$ cat config.mk
export PLATFORM = sky130hd
export DESIGN_NAME = nmgs_div_cell
export DESIGN_NICKNAME = d
export VERILOG_FILES = /design/src/rtl/nmgs_pkg.sv /design/src/rtl/nmgs_div_cell.sv
export SDC_FILE = /design/constraint.sdc
export NUM_CORES = 1
export LEC_CHECK = 0
export BUFFER_PORTS_ARGS = -buffer_cell sky130_fd_sc_hd__buf_4
export CAP_MARGIN = 25
export CORE_UTILIZATION = 30
export DETAILED_ROUTE_END_ITERATION = 8
export PLACE_DENSITY_LB_ADDON = 0.2
export SETUP_SLACK_MARGIN = 0.1
export SLEW_MARGIN = 20
export SYNTH_ARGS = -nofsm -noshare
export SYNTH_HDL_FRONTEND = slang
export SYNTH_SLANG_ARGS = --single-unit
$ cat constraint.sdc
create_clock -name clock -period 1.4 [get_ports clock]
set_input_delay 0 -clock clock [delete_from_list [all_inputs] [get_ports clock]]
set_output_delay 0 -clock clock [all_outputs]
set_load 0.05 [all_outputs]
$ cat src/rtl/nmgs_pkg.sv
// Shared types and constants of the neighbour mean grid smoother.
// Used by the quotient cells, the top level and the checker.
package nmgs_pkg;

   localparam int ROW_LENGTH_W = 11;
   localparam int ROW_COUNT_W  = 16;
   localparam int CSR_DW       = 16;
   localparam int DIVISOR_W    = 3;

   localparam logic [ROW_LENGTH_W-1:0] ROW_LENGTH_RESET = ROW_LENGTH_W'(1024);
   localparam logic [ROW_COUNT_W-1:0]  ROW_COUNT_RESET  = ROW_COUNT_W'(1024);

   typedef enum logic {
      REG_ROW_LENGTH = 1'b0,
      REG_ROW_COUNT  = 1'b1
   } csr_reg_type;

   typedef struct packed {
      logic res;
      logic has_up;
      logic has_down;
      logic has_left;
      logic has_right;
      logic last;
   } item_flags_type;

   typedef struct packed {
      logic                 valid;
      logic                 last;
      logic [DIVISOR_W-1:0] divisor;
      logic [DIVISOR_W-1:0] rem;
   } div_ctl_type;

endpackage

$ cat src/rtl/nmgs_div_cell.sv
// One cell of the quotient chain: a restoring division step for one bit.
// Depends on nmgs_pkg for the control struct passed between cells.
module nmgs_div_cell #(
   parameter int NUM_WIDTH = 18
) (
   input  logic                  clock,
   input  logic                  reset,
   input  logic                  en,
   input  nmgs_pkg::div_ctl_type ctl_in,
   input  logic [NUM_WIDTH-1:0]  num_in,
   output nmgs_pkg::div_ctl_type ctl_out,
   output logic [NUM_WIDTH-1:0]  num_out
);

   logic [nmgs_pkg::DIVISOR_W:0]   trial;
   logic [nmgs_pkg::DIVISOR_W:0]   divisor_ext;
   logic                           fits;
   logic [nmgs_pkg::DIVISOR_W-1:0] rem_in;
   nmgs_pkg::div_ctl_type          ctl_ff;
   logic [NUM_WIDTH-1:0]           num_ff;

   always_comb begin
      trial       = {ctl_in.rem, num_in[NUM_WIDTH-1]};
      divisor_ext = {1'b0, ctl_in.divisor};
      fits        = trial >= divisor_ext;
      if (fits) begin
         rem_in = nmgs_pkg::DIVISOR_W'(trial - divisor_ext);
      end else begin
         rem_in = trial[nmgs_pkg::DIVISOR_W-1:0];
      end
   end

   always_ff @(posedge clock) begin
      if (reset) begin
         ctl_ff <= '0;
      end else if (en) begin
         ctl_ff.valid   <= ctl_in.valid;
         ctl_ff.last    <= ctl_in.last;
         ctl_ff.divisor <= ctl_in.divisor;
         ctl_ff.rem     <= rem_in;
      end
   end

   always_ff @(posedge clock) begin
      if (en) begin
         num_ff <= {num_in[NUM_WIDTH-2:0], fits};
      end
   end

   assign ctl_out = ctl_ff;
   assign num_out = num_ff;

endmodule

==> results of run 1 <==
[cell type report]
cell class,count,share of cell area (%)
inverters,4,0.857
well taps,44,3.14
flip-flops and latches,26,40.0
clock buffers,3,1.28
clock inverters,1,1.71
multi-input cells,31,15.1
repair buffers,80,38.0
[routing by layer]
layer  share of wire (%)  wire length (um)  GRT usage, %  vias to the layer above
met3                 6.3               144          3.06                        4
met5                   0                 0             0                        -
met4                 1.8                40          8.16                        0
met2                  52              1180          25.8                       34
li1                    -                 -             -                      398
met1                  40               908          14.3                      367
[sequential cells by signal (all words and copies together) (netlist names)]
register,cells
ctl_out,8
num_out,18
[layout by cell type (no fill, tap or decap), types with 2 or more instances in the layout]
master	Yosys	final
buf_4	0	54
mux2i_1	5	5
inv_1	4	4
dlygate4sd3_1	0	26
clkbuf_4	0	3
edfxtp_1	18	18
nand4_1	2	2
dfxtp_1	8	8
ha_1	3	3
nor2_1	7	7
nand3_1	2	2
[stage by stage]
| step | hold WS, ns | setup TNS, ns | instance area (sq um) | power (W) |
|---|---|---|---|---|
| floorplan | 0.0989 | 0 | 988 | 0.00121 |
| global placement | 0.179 | 0 | 1440 | 0.00138 |
| detailed placement | 0.179 | -0.0767 | 1440 | 0.00138 |
| CTS | 0.104 | 0 | 1750 | 0.00195 |
| global route | 0.0900 | 0 | 1750 | 0.00202 |
| finish | 0.121 | 0 | 1750 | 0.00192 |
[critical path, cell delays in order, from the launching register on]
cell	delay [ns]
dfxtp_1	0.35
mux2i_1	0.13
nor2_1	0.05
dlygate4sd3_1	0.54
[logic make-up after synthesis]
family	after synthesis
adders and majority gates	4
muxes	5
buffers and inverters	6
DFF	26
and+or+nand+nor	17
AOI/OAI and AO/OA	5
[power breakdown]
| group | switching [W] | total, W | internal (W) |
|---|---|---|---|
| logic | 0.000311 | 0.000520 | 0.000209 |
| registers | 0.0000194 | 0.000904 | 0.000884 |
| clock network | 0.000211 | 0.000500 | 0.000289 |
[worst min path at each step]
| stage | slack [ns] | end | depth (start not counted) | from |
|---|---|---|---|---|
| floorplan | 0.1 | num_out[10] | 0 | num_in[9] |
| finish | 0.12 | num_out[13] | 1 | en |
| detailed placement | 0.18 | num_out[13] | 1 | num_in[12] |
| global placement | 0.18 | num_out[12] | 1 | num_in[11] |
| global route | 0.09 | num_out[9] | 1 | en |
| CTS | 0.10 | num_out[9] | 1 | en |
==> results.ini, run 1 <==
[status]
outcome=completed

[job]
maxCapViolations=0

[global_route]
first_global_vias=811
grt_pass1_wl_um=3500
overflow=0
antenna_found_initial=0
grt_max_degree=30
grtUsageTotal_pct=14.0

[cts]
cts_buffers=3
cts_tree=done
postCtsSetupBuffers=0
cts_resized=0
h-tree-depth=1
clk_pin_slew_worst_paths_ns=0.13
cts_root_buffer=clkbuf_4
insertion_delay_ns=0.31
cts.hold.buffers_added=26
cts_buffer_depth=2
clock-sinks=26

[detailed_routing]
drt_pass1_iterations=4
wirelength_um=2270
drt_iter0_drc=7
vias=803
ant_nets=0
route.detailed.drc=0
vias_per_cell=4.25
wl_per_cell_um=12.0

[worst_setup_path]
worst_ep_arrival_time_ns=1.38
critPathLaunch=ctl_out[6]
crit_end=ctl_out[6]
path_class=register to register
r2r_cells=3
cp-start-kind=register
r2r-end=ctl_out[6]
r2r_slack_ns=0.24
cp_max_fo=2
timing.rr.start=ctl_out[6]
critPathRequiredTime_ns=1.62
crit_path_end_kind=register

[placement]
routabilityCongestion=0.729
place_inst=159
io_buffers=54
dp_slack_ns=-0.0303

[sta]
maxSlewHeadroom_pct=74.9
finalClockSkew_ns=0
rsz0062_at_grt=false
finalHoldViolations=0
setup_viol=0
slew_violations=0
fmax_mhz=861
fin_crit_ns=1.16
post-route-period-util_pct=83.0
tightest_slew_ns=0.376
postLayoutSetupSlackWorst_ns=0.239

[synth]
synth.top_cells.by_count=edfxtp_1 (18), dfxtp_1 (8), nor2_1 (7), mux2i_1 (5), inv_1 (4)
netlist_instances=63
synth-xor-area-share_pct=0
synth_seq_cells=26
synth_nets=96
synth_top_area_cell=edfxtp_1
synth.distinct_cells=21
synth_compound_area_share_pct=5.74
yosys_warnings=0
synth_flop_cell=edfxtp_1
synth-async-reset-ratio_pct=0
ys_seq_area_share_pct=71.4
synth-simple-area-share_pct=9.44
synth_top_area_share_pct=55.1
yosysMostFrequentCell=edfxtp_1
synth_top_family_by_area=simple AND/OR/NAND/NOR gates
synth_area_per_cell_sq_um=15.6
ys_top_cells_by_area=edfxtp_1 (55%), dfxtp_1 (16%), mux2i_1 (5.1%)
synth_area_sq_um=981
synth-edff-count=18
synthMuxAreaShare_pct=5.10
synth-adder-area-share_pct=5.87

[power]
pwr_density_cell_nw_per_um2=1100
vdd_drop_max_mv=0.496
p_leak_nw=0.777

[final_layout]
postLayoutCoreUtil_pct=57.0
layoutNonFillerInstCount=189
layout-drive-gt1-share_pct=42.8
multiInputGateArea_sq_um=264
antenna_cells=0
register_area_sq_um=701
area_delta_synth_final_pct=78.7
nNetsFinal=179
fillCellCount=280

[floorplan]
die_y_um=59.2
io-pin-count=55
placementRows=20
start_util_pct=31.9
core_sq_um=3080
die_w_um=59.2
die_area_sq_um=3500

[worst_hold_path]
hold_class=input pin to register

Note: power is estimated with default switching activity, not from simulation.
==> run 2: changes to the inputs <==
==> constraint.sdc (replaced) <==
create_clock -name clock -period 0.98 [get_ports clock]
set_input_delay 0 -clock clock [delete_from_list [all_inputs] [get_ports clock]]
set_output_delay 0 -clock clock [all_outputs]
set_load 0.05 [all_outputs]
==> run 2 against run 1 <==
  * The run now ends with negative hold slack left
  * First-iteration DRC count fell by 14%
  * Register-to-register slack improved by 0.02 ns
  * Critical endpoint is now ctl_out[1]
  * Hold slack got worse by 0.21 ns
  * Core utilization rose by 3.8 points
  * Global-route usage fell by 0.31 points
  * Die area did not move
  * Clock skew did not move
  * Combinational power rose by 57%
  * Non-clock buffer count fell by 2
  * Power rose by 48%
  * Design area rose by 6.6%
  * Critical path depth rose by 4
==> results.ini, run 2 (synthesized netlist as in run 1, its figures left out) <==
[cts]
cts.hold.buffers_added=18
cts_tree=done
cts_buffers=3
insertion_delay_ns=0.30
cts_root_buffer=clkbuf_4
clock-sinks=26
cts_buffer_depth=2
clk_pin_slew_worst_paths_ns=0.14
h-tree-depth=1
postCtsSetupBuffers=0

[final_layout]
postLayoutCoreUtil_pct=60.7
area_delta_synth_final_pct=90.6
final_common_cell=buf_4
largest_register_ffs=18
fillCellCount=245
antenna_cells=0
layout-drive-gt1-share_pct=54.5
nNetsFinal=177
mostFrequentLayoutCells=buf_4 (32), buf_6 (24), dlygate4sd3_1 (18), edfxtp_1 (18)

[sta]
setup_viol=0
rsz0062_at_grt=true
slew_violations=0
post-route-period-util_pct=96.6
finalHoldViolations=8
maxSlewHeadroom_pct=82.3
fin_tns_setup_ns=0
fin_hold_ws_ns=-0.0855
fin_crit_ns=0.946
fmax_mhz=1060
finalClockSkew_ns=0
tightest_slew_ns=0.266

[worst_setup_path]
cp_cell_sequence=buf_8, inv_8, ha_4, fa_2, nand2b_4, a31o_1, a311oi_2
cpMaxStageDelayCell=fa_2
r2r_cells=2
timing.rr.start=ctl_out[1]
critPathLaunch=num_in[17]
worst_ep_arrival_time_ns=1.18
crit_path_end_kind=register
cp.buffers_inverters=2
cp-start-kind=input pin
path_depth=7
path_delay_family=adder cells
max_stage_delay_ns=0.32
path_class=input pin to register
cp_max_fo=6
critPathRequiredTime_ns=1.21

[detailed_routing]
drt_pass1_iterations=4
wl_per_cell_um=12.2
vias_per_cell=4.16
drt_iter0_drc=6
vias=777
wirelength_um=2280
route.detailed.drc=0
ant_nets=0

[floorplan]
io-pin-count=55
die_area_sq_um=3500
die_w_um=59.2
start_util_pct=31.9
core_sq_um=3080
die_y_um=59.2
placementRows=20

[placement]
io_buffers=54
routabilityCongestion=0.656
dpl.hpwl_um=1620

[worst_hold_path]
hp-start=ctl_in[6]
min_delay_path_depth=3
hold_class=input pin to register

[global_route]
overflow=0
grt_max_degree=16
first_global_vias=772
antenna_found_initial=0
grt_pass1_wl_um=3450
grtUsageTotal_pct=13.7

[power]
vdd_drop_max_mv=0.634
p_sw_w=0.000793
internal_power_w=0.00205
sw_frac_of_total_pct=27.9
power_frac_seq_pct=46.3
pwr-share-comb_pct=28.7
power_frac_clock_pct=25.1
power_w=0.00284
p_leak_nw=0.811
pwr_density_cell_nw_per_um2=1520

[status]
outcome=finished, violations left
failed_checks=negative hold slack

[job]
maxCapViolations=0

-- run 2: cell types whose count changed in the layout (fill, tap and decap cells not counted), sizes merged --
cell	before	now
dlygate4sd3	26	18
buf	54	60
-- run 2: final timing paths --
check | slack [ns] | endpoint
max | 0.03 | ctl_out[1]
max reg2reg | 0.26 | ctl_out[1]
min reg2reg | 0.50 | ctl_out[0]
min | -0.09 | ctl_out[6]
-- run 2: tightest hold or removal path: stages --
cell	delay [ns]
buf_4	0.08
mux2i_1	0.05
nor2_1	0.07
-- run 2: repair_timing --
item,4_1_cts,5_1_grt
setup endpoints to repair,23,29
pin swaps,3,1
gates cloned,0,0
resized for setup,23,11
hold endpoints to repair,26,9
-- run 2: per-stage QoR --
step                instance area, sq um  std cells  setup WS [ns]
floorplan                           1020         63         -0.163
global placement                    1510        165         -0.319
detailed placement                  1510        165         -0.337
CTS                                 1830        187         0.0447
global route                        1870        187      -0.000832
finish                              1870        187         0.0335
-- run 2: power groups by stage --
stage / combinational, W / sequential, W / clock (W)
after global routing: 0.000856 / 0.00132 / 0.000794
after detailed placement: 0.000698 / 0.00132 / 0
after global placement: 0.000692 / 0.00132 / 0
after CTS: 0.000802 / 0.00131 / 0.000741
after floorplan: 0.000118 / 0.00162 / 0
final: 0.000815 / 0.00131 / 0.000712
-- run 2: per-layer routing --
| metal | up-vias | share of wire (%) | GRT usage, % |
|---|---|---|---|
| li1 | 391 | - | - |
| met1 | 352 | 40 | 16.2 |
| met2 | 32 | 54 | 24.4 |
| met3 | 2 | 5.1 | 2.62 |
| met4 | 0 | 0.61 | 5.10 |
| met5 | - | 0 | 0 |
-- run 2: area by class of cell --
type	instances	area (sq um)	share of cell area (%)
Inverter	4	22.5	1.20
Sequential cell	26	709	38.0
Clock buffer	3	22.5	1.20
Multi-Input combinational cell	31	279	14.9
Timing Repair Buffer	78	751	40.2
Tap cell	44	55.1	2.95
Clock inverter	1	30.0	1.61
